--- src/decs_pkg.sv ---
package decs_pkg;

  localparam int CHECK_BITS = 8;
  localparam int CODE_BITS  = 16;
  localparam int DATA_BITS  = 8;
  localparam int POS_W      = 5;
  localparam int STATUS_W   = 2;
  localparam int IDX_W      = $clog2(CODE_BITS);
  localparam int REG_IDX_W  = $clog2(CHECK_BITS);
  localparam int ADDR_W     = REG_IDX_W + 2;
  localparam int APB_DATA_W = 32;
  localparam int Q_DEPTH    = 2;
  localparam int QPTR_W     = $clog2(Q_DEPTH);
  localparam int QCNT_W     = $clog2(Q_DEPTH + 1);

  localparam logic [CODE_BITS-1:0] DATA_MASK =
    CODE_BITS'(((64'd1 << DATA_BITS) - 64'd1) << (CODE_BITS - DATA_BITS));
  localparam logic [CODE_BITS-1:0] TOP_BIT = {1'b1, {(CODE_BITS-1){1'b0}}};
  localparam logic [IDX_W-1:0] LAST_A = IDX_W'(CODE_BITS - 2);

  typedef logic [0:CHECK_BITS-1][CODE_BITS-1:0] rows_t;

  localparam rows_t ROW_RESET = '{
    16'd18304, 16'd16704, 16'd38176, 16'd15632,
    16'd53000, 16'd12548, 16'd55554, 16'd8961
  };

  typedef enum logic {
    OP_ENCODE = 1'b0,
    OP_DECODE = 1'b1
  } op_e;

  typedef enum logic [STATUS_W-1:0] {
    ST_NONE   = 2'd0,
    ST_SINGLE = 2'd1,
    ST_DOUBLE = 2'd2,
    ST_FAIL   = 2'd3
  } status_e;

  typedef enum logic [1:0] {
    BK_IDLE,
    BK_SINGLE,
    BK_PAIR
  } back_state_e;

  typedef struct packed {
    logic                  direct;
    logic [CODE_BITS-1:0]  word;
    logic [CHECK_BITS-1:0] syn;
  } job_t;

  typedef struct packed {
    logic full;
    logic empty;
  } q_status_t;

  typedef struct packed {
    logic [CODE_BITS-1:0]  word;
    logic [CHECK_BITS-1:0] syn;
    status_e               status;
    logic [POS_W-1:0]      pos_a;
    logic [POS_W-1:0]      pos_b;
  } res_t;

endpackage

--- src/decs_if.sv ---
interface decs_req_if import decs_pkg::*; ();
  logic                 valid;
  logic                 ready;
  logic                 op;
  logic [CODE_BITS-1:0] word_in;

  modport source (output valid, op, word_in, input ready);
  modport sink (input valid, op, word_in, output ready);
endinterface

interface decs_rsp_if import decs_pkg::*; ();
  logic                  valid;
  logic                  ready;
  logic [CODE_BITS-1:0]  word_out;
  logic [CHECK_BITS-1:0] syndrome;
  logic [STATUS_W-1:0]   status;
  logic [POS_W-1:0]      error_pos_a;
  logic [POS_W-1:0]      error_pos_b;

  modport source (output valid, word_out, syndrome, status, error_pos_a, error_pos_b,
                  input ready);
  modport sink (input valid, word_out, syndrome, status, error_pos_a, error_pos_b,
                output ready);
endinterface

--- src/double_error_syndrome_codec.sv ---
// Channel   Direction  Handshake      Payload
// req_i     in         valid/ready    op, word_in
// rsp_o     out        valid/ready    word_out, syndrome, status, error_pos_a, error_pos_b
// APB       in/out     psel/penable   check_row_0 .. check_row_7 at byte address 4*i
//
// Encodes and decodes with a zero syndrome go from the pop straight into the output register.
// A nonzero syndrome goes first to the single-column compare, then to the pair search,
// which tries the first column of the pair in order from 0 to CODE_BITS - 2; a found
// result waits there while the output slot is busy. The front keeps taking requests
// into the two-entry queue until it is full. Reset restores the default check rows.
// A stalled response holds in the output register and stops the back end only.
module double_error_syndrome_codec import decs_pkg::*; (
  input  logic                  clk_i,
  input  logic                  rst_ni,
  decs_req_if.sink              req_i,
  decs_rsp_if.source            rsp_o,
  input  logic                  psel,
  input  logic                  penable,
  input  logic                  pwrite,
  input  logic [ADDR_W-1:0]     paddr,
  input  logic [APB_DATA_W-1:0] pwdata,
  output logic [APB_DATA_W-1:0] prdata,
  output logic                  pready
);

  rows_t          rows_q;
  logic [REG_IDX_W-1:0] reg_idx;
  logic           push, pop;
  job_t           push_job, head_job;
  q_status_t      q_status;

  assign reg_idx = paddr[ADDR_W-1:2];
  assign pready  = 1'b1;
  assign prdata  = (int'(reg_idx) < CHECK_BITS) ? APB_DATA_W'(rows_q[reg_idx]) : '0;

  always_ff @(posedge clk_i or negedge rst_ni) begin
    if (!rst_ni) begin
      rows_q <= ROW_RESET;
    end else if (psel && penable && pwrite && int'(reg_idx) < CHECK_BITS) begin
      rows_q[reg_idx] <= pwdata[CODE_BITS-1:0];
    end
  end

  decs_front u_front (
    .req_i      (req_i),
    .rows_i     (rows_q),
    .q_status_i (q_status),
    .push_o     (push),
    .job_o      (push_job)
  );

  decs_queue u_queue (
    .clk_i    (clk_i),
    .rst_ni   (rst_ni),
    .push_i   (push),
    .job_i    (push_job),
    .pop_i    (pop),
    .status_o (q_status),
    .job_o    (head_job)
  );

  decs_back u_back (
    .clk_i      (clk_i),
    .rst_ni     (rst_ni),
    .rows_i     (rows_q),
    .q_status_i (q_status),
    .job_i      (head_job),
    .pop_o      (pop),
    .rsp_o      (rsp_o)
  );

endmodule

--- src/decs_front.sv ---
module decs_front import decs_pkg::*; (
  decs_req_if.sink  req_i,
  input  rows_t     rows_i,
  input  q_status_t q_status_i,
  output logic      push_o,
  output job_t      job_o
);

  logic [CHECK_BITS-1:0] par;
  logic [CHECK_BITS-1:0] syn;
  logic [CODE_BITS-1:0]  enc_word;

  always_comb begin
    enc_word = req_i.word_in & DATA_MASK;
    for (int r = 0; r < CHECK_BITS; r++) begin
      par[CHECK_BITS-1-r] = ^(rows_i[r] & req_i.word_in & DATA_MASK);
      syn[CHECK_BITS-1-r] = ^(rows_i[r] & req_i.word_in);
    end
    for (int r = 0; r < CHECK_BITS; r++) begin
      if (CODE_BITS - 1 - DATA_BITS - r >= 0) begin
        enc_word[CODE_BITS-1-DATA_BITS-r] = par[CHECK_BITS-1-r];
      end
    end
  end

  always_comb begin
    req_i.ready = !q_status_i.full;
    push_o      = req_i.valid && !q_status_i.full;
    if (op_e'(req_i.op) == OP_ENCODE) begin
      job_o.direct = 1'b1;
      job_o.word   = enc_word;
      job_o.syn    = '0;
    end else begin
      job_o.direct = (syn == '0);
      job_o.word   = req_i.word_in;
      job_o.syn    = syn;
    end
  end

endmodule

--- src/decs_queue.sv ---
module decs_queue import decs_pkg::*; (
  input  logic      clk_i,
  input  logic      rst_ni,
  input  logic      push_i,
  input  job_t      job_i,
  input  logic      pop_i,
  output q_status_t status_o,
  output job_t      job_o
);

  job_t              mem_q [Q_DEPTH];
  logic [QPTR_W-1:0] wr_ptr_q, wr_ptr_d;
  logic [QPTR_W-1:0] rd_ptr_q, rd_ptr_d;
  logic [QCNT_W-1:0] count_q, count_d;

  always_comb begin
    wr_ptr_d = wr_ptr_q;
    rd_ptr_d = rd_ptr_q;
    count_d  = count_q;
    if (push_i) begin
      wr_ptr_d = (wr_ptr_q == QPTR_W'(Q_DEPTH - 1)) ? '0 : wr_ptr_q + 1'b1;
    end
    if (pop_i) begin
      rd_ptr_d = (rd_ptr_q == QPTR_W'(Q_DEPTH - 1)) ? '0 : rd_ptr_q + 1'b1;
    end
    if (push_i && !pop_i) begin
      count_d = count_q + 1'b1;
    end else if (pop_i && !push_i) begin
      count_d = count_q - 1'b1;
    end
    status_o.full  = (count_q == QCNT_W'(Q_DEPTH));
    status_o.empty = (count_q == '0);
    job_o          = mem_q[rd_ptr_q];
  end

  always_ff @(posedge clk_i or negedge rst_ni) begin
    if (!rst_ni) begin
      wr_ptr_q <= '0;
      rd_ptr_q <= '0;
      count_q  <= '0;
    end else begin
      wr_ptr_q <= wr_ptr_d;
      rd_ptr_q <= rd_ptr_d;
      count_q  <= count_d;
    end
  end

  always_ff @(posedge clk_i) begin
    if (push_i) begin
      mem_q[wr_ptr_q] <= job_i;
    end
  end

endmodule

--- src/decs_back.sv ---
module decs_back import decs_pkg::*; (
  input  logic      clk_i,
  input  logic      rst_ni,
  input  rows_t     rows_i,
  input  q_status_t q_status_i,
  input  job_t      job_i,
  output logic      pop_o,
  decs_rsp_if.source rsp_o
);

  back_state_e state_q, state_d;
  job_t        cur_q, cur_d;
  logic [IDX_W-1:0] a_q, a_d;
  res_t        res_q, res_d;
  logic        out_valid_q, out_valid_d;

  logic [0:CODE_BITS-1][CHECK_BITS-1:0] cols;
  logic             hit_s, hit_p, slot_free;
  logic [IDX_W-1:0] idx_s, idx_p;

  always_comb begin
    for (int c = 0; c < CODE_BITS; c++) begin
      for (int r = 0; r < CHECK_BITS; r++) begin
        cols[c][CHECK_BITS-1-r] = rows_i[r][CODE_BITS-1-c];
      end
    end
  end

  always_comb begin
    hit_s = 1'b0;
    idx_s = '0;
    hit_p = 1'b0;
    idx_p = '0;
    for (int c = CODE_BITS - 1; c >= 0; c--) begin
      if (cols[c] == cur_q.syn) begin
        hit_s = 1'b1;
        idx_s = IDX_W'(c);
      end
      if ((IDX_W'(c) > a_q) && ((cols[a_q] ^ cols[c]) == cur_q.syn)) begin
        hit_p = 1'b1;
        idx_p = IDX_W'(c);
      end
    end
  end

  always_comb begin
    state_d     = state_q;
    cur_d       = cur_q;
    a_d         = a_q;
    res_d       = res_q;
    out_valid_d = out_valid_q;
    pop_o       = 1'b0;
    slot_free   = !out_valid_q || rsp_o.ready;
    if (out_valid_q && rsp_o.ready) begin
      out_valid_d = 1'b0;
    end
    case (state_q)
      BK_IDLE: begin
        if (!q_status_i.empty && slot_free) begin
          pop_o = 1'b1;
          if (job_i.direct) begin
            res_d.word   = job_i.word;
            res_d.syn    = job_i.syn;
            res_d.status = ST_NONE;
            res_d.pos_a  = '0;
            res_d.pos_b  = '0;
            out_valid_d  = 1'b1;
          end else begin
            cur_d   = job_i;
            state_d = BK_SINGLE;
          end
        end
      end
      BK_SINGLE: begin
        if (hit_s) begin
          if (slot_free) begin
            res_d.word   = cur_q.word ^ (TOP_BIT >> idx_s);
            res_d.syn    = cur_q.syn;
            res_d.status = ST_SINGLE;
            res_d.pos_a  = POS_W'(idx_s) + 1'b1;
            res_d.pos_b  = '0;
            out_valid_d  = 1'b1;
            state_d      = BK_IDLE;
          end
        end else begin
          a_d     = '0;
          state_d = BK_PAIR;
        end
      end
      BK_PAIR: begin
        if (hit_p || a_q == LAST_A) begin
          if (slot_free) begin
            res_d.syn   = cur_q.syn;
            out_valid_d = 1'b1;
            state_d     = BK_IDLE;
            if (hit_p) begin
              res_d.word   = cur_q.word ^ (TOP_BIT >> a_q) ^ (TOP_BIT >> idx_p);
              res_d.status = ST_DOUBLE;
              res_d.pos_a  = POS_W'(a_q) + 1'b1;
              res_d.pos_b  = POS_W'(idx_p) + 1'b1;
            end else begin
              res_d.word   = cur_q.word;
              res_d.status = ST_FAIL;
              res_d.pos_a  = '0;
              res_d.pos_b  = '0;
            end
          end
        end else begin
          a_d = a_q + 1'b1;
        end
      end
      default: begin
        state_d = BK_IDLE;
      end
    endcase
  end

  always_ff @(posedge clk_i or negedge rst_ni) begin
    if (!rst_ni) begin
      state_q     <= BK_IDLE;
      out_valid_q <= 1'b0;
    end else begin
      state_q     <= state_d;
      out_valid_q <= out_valid_d;
    end
  end

  always_ff @(posedge clk_i) begin
    cur_q <= cur_d;
    a_q   <= a_d;
    res_q <= res_d;
  end

  assign rsp_o.valid       = out_valid_q;
  assign rsp_o.word_out    = res_q.word;
  assign rsp_o.syndrome    = res_q.syn;
  assign rsp_o.status      = res_q.status;
  assign rsp_o.error_pos_a = res_q.pos_a;
  assign rsp_o.error_pos_b = res_q.pos_b;

  a_pop_idle: assert property (@(posedge clk_i) disable iff (!rst_ni)
    pop_o |-> state_q == BK_IDLE)
    else $error("queue popped while a search is running");

  a_pair_range: assert property (@(posedge clk_i) disable iff (!rst_ni)
    state_q == BK_PAIR |-> a_q <= LAST_A)
    else $error("pair search ran past the last first column");

  a_double_order: assert property (@(posedge clk_i) disable iff (!rst_ni)
    out_valid_q && res_q.status == ST_DOUBLE |-> res_q.pos_a < res_q.pos_b
      && res_q.pos_a != '0)
    else $error("double correction with misordered columns");

  a_clean_syn: assert property (@(posedge clk_i) disable iff (!rst_ni)
    out_valid_q && res_q.status == ST_NONE |-> res_q.syn == '0)
    else $error("no-error result with a nonzero syndrome");

  a_fail_pos: assert property (@(posedge clk_i) disable iff (!rst_ni)
    out_valid_q && res_q.status == ST_FAIL |-> res_q.pos_a == '0 && res_q.pos_b == '0
      && res_q.syn != '0)
    else $error("uncorrectable result with positions set");

endmodule

--- src/flat_wrapper.sv ---
// flat-port wrapper written by rule: the top's interface ports become plain ports
module double_error_syndrome_codec_flat import decs_pkg::*;
  (clk_i, rst_ni, psel, penable, pwrite, paddr, pwdata, prdata, pready, req_i_valid, req_i_op, req_i_word_in, req_i_ready, rsp_o_valid, rsp_o_word_out, rsp_o_syndrome, rsp_o_status, rsp_o_error_pos_a, rsp_o_error_pos_b, rsp_o_ready);
  decs_req_if req_i_i ();
  decs_rsp_if rsp_o_i ();
  input  logic clk_i;
  input  logic rst_ni;
  input  logic psel;
  input  logic penable;
  input  logic pwrite;
  input  logic [ADDR_W-1:0] paddr;
  input  logic [APB_DATA_W-1:0] pwdata;
  output logic [APB_DATA_W-1:0] prdata;
  output logic pready;
  input wire logic [$bits(req_i_i.valid)-1:0] req_i_valid;
  input wire logic [$bits(req_i_i.op)-1:0] req_i_op;
  input wire logic [$bits(req_i_i.word_in)-1:0] req_i_word_in;
  output wire logic [$bits(req_i_i.ready)-1:0] req_i_ready;
  output wire logic [$bits(rsp_o_i.valid)-1:0] rsp_o_valid;
  output wire logic [$bits(rsp_o_i.word_out)-1:0] rsp_o_word_out;
  output wire logic [$bits(rsp_o_i.syndrome)-1:0] rsp_o_syndrome;
  output wire logic [$bits(rsp_o_i.status)-1:0] rsp_o_status;
  output wire logic [$bits(rsp_o_i.error_pos_a)-1:0] rsp_o_error_pos_a;
  output wire logic [$bits(rsp_o_i.error_pos_b)-1:0] rsp_o_error_pos_b;
  input wire logic [$bits(rsp_o_i.ready)-1:0] rsp_o_ready;
  assign req_i_i.valid = req_i_valid;
  assign req_i_i.op = req_i_op;
  assign req_i_i.word_in = req_i_word_in;
  assign req_i_ready = req_i_i.ready;
  assign rsp_o_valid = rsp_o_i.valid;
  assign rsp_o_word_out = rsp_o_i.word_out;
  assign rsp_o_syndrome = rsp_o_i.syndrome;
  assign rsp_o_status = rsp_o_i.status;
  assign rsp_o_error_pos_a = rsp_o_i.error_pos_a;
  assign rsp_o_error_pos_b = rsp_o_i.error_pos_b;
  assign rsp_o_i.ready = rsp_o_ready;
  double_error_syndrome_codec u_core (.clk_i(clk_i), .rst_ni(rst_ni), .req_i(req_i_i), .rsp_o(rsp_o_i), .psel(psel), .penable(penable), .pwrite(pwrite), .paddr(paddr), .pwdata(pwdata), .prdata(prdata), .pready(pready));
endmodule
--- config.mk ---
export PLATFORM = sky130hd
export DESIGN_NAME = double_error_syndrome_codec_flat
export DESIGN_NICKNAME = d
export VERILOG_FILES = /design/src/decs_pkg.sv /design/src/decs_if.sv /design/src/double_error_syndrome_codec.sv /design/src/decs_front.sv /design/src/decs_queue.sv /design/src/decs_back.sv /design/src/flat_wrapper.sv
export SDC_FILE = /design/constraint.sdc
export NUM_CORES = 1
export LEC_CHECK = 0
export BUFFER_PORTS_ARGS = -buffer_cell sky130_fd_sc_hd__buf_2
export CAP_MARGIN = 20
export CORE_MARGIN = 5
export CORE_UTILIZATION = 44
export DETAILED_ROUTE_END_ITERATION = 10
export PLACE_DENSITY_LB_ADDON = 0.3
export SYNTH_ARGS = -nofsm -noshare
export SYNTH_HDL_FRONTEND = slang
export SYNTH_SLANG_ARGS = --single-unit
--- constraint.sdc ---
create_clock -name clk_i -period 7.26 [get_ports clk_i]
set_input_delay 1.452 -clock clk_i [delete_from_list [all_inputs] [get_ports clk_i]]
set_output_delay 1.452 -clock clk_i [all_outputs]
set_load 0.01 [all_outputs]
==> metrics.cfg <==
[routing]
drt_pass1_iterations = 9
wirelength_um = 84700
wl_per_cell_um = 30.2
viasPerCell = 6.51
antenna_left = 0
drt_iter0_drc = 2517
num_vias = 18300
drc_errors = 0

[logic_synthesis]
ys_warn_count = 0
ys.flop_type = edfxtp_1
synth-seq-area-share = 0.334
netlist_area_um2 = 20500
synth_top_area_share = 0.167
ys_types = 98
synth_top_cell_by_area = edfxtp_1
synth_area_leaders = edfxtp_1 17%, dfrtp_1 12%, xnor2_1 10%
synth_xor_area_frac = 0.174
synthAdderAreaFrac = 0.0128
synth_edf_count = 114
syn_inst = 2155
synth_seq_cells = 249
yosys-top-cells-count = 248 x nand2_1, 240 x xnor2_1, 179 x mux2_2
synth-compound-area-share = 0.128
synth_top_family_by_area = XOR/XNOR gates
synthMuxAreaShare = 0.134
avgSynthCellArea_um2 = 9.51
synth_simple_gate_area_frac = 0.159
synth.most_common_cell = nand2_1
async_reset_ff_frac = 0.542

[cts]
clockRootBuffer = clkbuf_16
cts_max_level = 1
clk_pin_slew_ns = 0.06
cts_hold_buf = 0
clk_latency_ns = 0.58
numClockSinks = 249
cts_tree = done
cts_resized = 0
cts_made_buffers = 27
max-clock-path-buffers = 3
post_cts_buffers = 0

[sta]
finalSetupViolations = 0
fin_crit_ns = 6.63
rsz0062_at_grt = no
fin_worst_skew_ns = 0.0193
fmax_mhz = 151
relSlewSlack = 0.205
finalHoldViolCount = 0
max_slew.worst_pin.slew_ns = 1.18
timing.final.crit_share = 0.913
fin_setup_tns_ns = 0
slew_violations = 0

[global_routing]
grt_pass1_wl_um = 121000
antenna_found_initial = 2
grt.total_usage = 0.322
grt_pass1_vias = 17300
grt_overflow = 0
grt_max_degree = 72

[power_and_ir_drop]
clkPwrFrac = 0.127
p_seq_frac = 0.252
leakagePower_nw = 8.69
switchingPower_mw = 5.32
peakVddDrop_mv = 0.248
swShare = 0.490
p_int_mw = 5.54
combPwrFrac = 0.621
power.density_nw_per_um2 = 483

[floorplan]
die_y_um = 226
start_util = 0.443
fp.coreArea_um2 = 46300
pin_count = 132
core.rowCount = 79
dieArea_um2 = 51000
die_w_um = 226

[placed_design]
gp_congestion = 1.04
port_buffers = 96
placed_cells = 2753
hpwlAfterDp_um = 62800

[status]
status = finished, final reports clean

[finish]
fillCellCount = 4383
area_growth_pct = 9.84
fin_nets = 2257
multi_input_area_um2 = 12600
stdcell_count = 2808
seq_area_um2 = 6850
drive_gt1_frac = 0.229

[critical_path]
worst-path-max-fanout = 13
arrival_ns = 7.02
worstSetupStartpointType = flip-flop
endpoint_kind = flip-flop
critical_path_required_ns = 7.66
worst-setup-path-type = reg -> reg

[min_path]
hold_path_class = reg -> reg

[run]
maxCapViolations = 0

-- logic make-up (layout without fill, tap and decap cells) --
logic type,Yosys count,in the layout
XOR/XNOR,379,379
buffers and inverters,257,283
flip-flops,249,249
other,2,22
adder cells (fa/ha/maj),21,21
AND/OR/NAND/NOR,647,647
multiplexers,245,245
AO/OA/AOI/OAI,355,355
-- final timing paths --
check / slack [ns] / start / to / depth (start not counted)
min: 0.51 / u_core.u_queue.wr_ptr_q / u_core.u_queue.wr_ptr_q / 1
max in group asynchronous: 5.01 / rst_ni / u_core.u_queue.wr_ptr_q / 2
max: 0.63 / u_core.u_back.a_q[3] / u_core.u_back.rsp_o.word_out[5] / 19
min in group asynchronous: 0.86 / rst_ni / u_core.rows_q[61] / 1
max reg2reg: 0.63 / u_core.u_back.a_q[3] / u_core.u_back.rsp_o.word_out[5] / 19
min reg2reg: 0.51 / u_core.u_queue.wr_ptr_q / u_core.u_queue.wr_ptr_q / 1
-- flip-flops by register name, indices dropped and copies added, names as in the netlist --
signal                           cells
u_core.u_queue.mem_q                50
u_core.u_back.a_q                    4
u_core.u_back.rsp_o.word_out        16
u_core.u_back.rsp_o.status           2
u_core.u_back.rsp_o.valid            1
u_core.u_queue.rd_ptr_q              1
u_core.u_back.rsp_o.syndrome         8
u_core.u_back.cur_q                 24
u_core.u_queue.count_q               2
u_core.rows_q                      128
u_core.u_queue.wr_ptr_q              1
u_core.u_back.rsp_o.error_pos_a      5
u_core.u_back.rsp_o.error_pos_b      5
u_core.u_back.state_q                2
-- placed cells by master, fill, tap and decap left out, drive strengths merged, types with 47 or more instances in the layout --
master	n
mux2i	60
xor2	121
a21oi	47
buf	192
a22oi	85
nor2	98
edfxtp	114
dfrtp	95
xnor2	241
nand2	248
nand4	51
mux2	179
-- per-layer routing --
layer,track usage,vias up,share of wire
met4,0.182,0,0.073
li1,-,7762,-
met1,0.428,8967,0.39
met5,0,-,0
met2,0.488,1233,0.42
met3,0.0703,318,0.11
-- critical path: stages (launching register included) --
cell and delay (ns):
edfxtp_1 0.78, buf_4 0.32, nor2b_1 0.07, a22oi_1 0.60, and2_1 0.48, a221o_1 0.33, xor2_1 0.15, or4_1 0.53
or4_1 0.74, a21boi_0 0.39, a21oi_1 0.18, a31o_2 0.28, nor2b_1 0.14, ha_1 0.30, inv_1 0.13, a41oi_1 0.07
and4_1 0.26, o21ai_0 0.29, xor2_1 0.11, a311oi_1 0.27
-- layout make-up --
class	instances	area share
Multi-Input combinational cell	1664	0.558
Tap cell	607	0.0337
Antenna cell	5	0.000556
Clock inverter	5	0.00295
Inverter	41	0.00684
Clock buffer	45	0.0367
Timing Repair Buffer	192	0.0564
Sequential cell	249	0.304
-- per-stage QoR --
stage / hold slack, ns / area [um2] / utilization / power, mW / worst slack, ns
final: 0.513 / 22500 / 0.487 / 10.9 / 0.635
after global routing: 0.543 / 22500 / 0.486 / 11.3 / 0.335
after CTS: 0.517 / 22500 / 0.486 / 10.7 / 0.766
after detailed placement: 0.506 / 21600 / 0.467 / 9.27 / 0.819
after global placement: 0.494 / 21600 / 0.466 / 9.22 / 0.825
after floorplan: 0.461 / 20500 / - / 6.95 / 0.313
-- power groups by stage --
stage | registers, mW | logic (mW) | clock network, mW
2_1_floorplan | 2.38 | 4.58 | 0
3_3_place_gp | 2.71 | 6.51 | 0
3_5_place_dp | 2.72 | 6.55 | 0
4_1_cts | 2.69 | 6.58 | 1.40
5_1_grt | 2.75 | 7.08 | 1.47
6_report | 2.74 | 6.75 | 1.38
No activity file was read; power rests on OpenSTA's default activity.
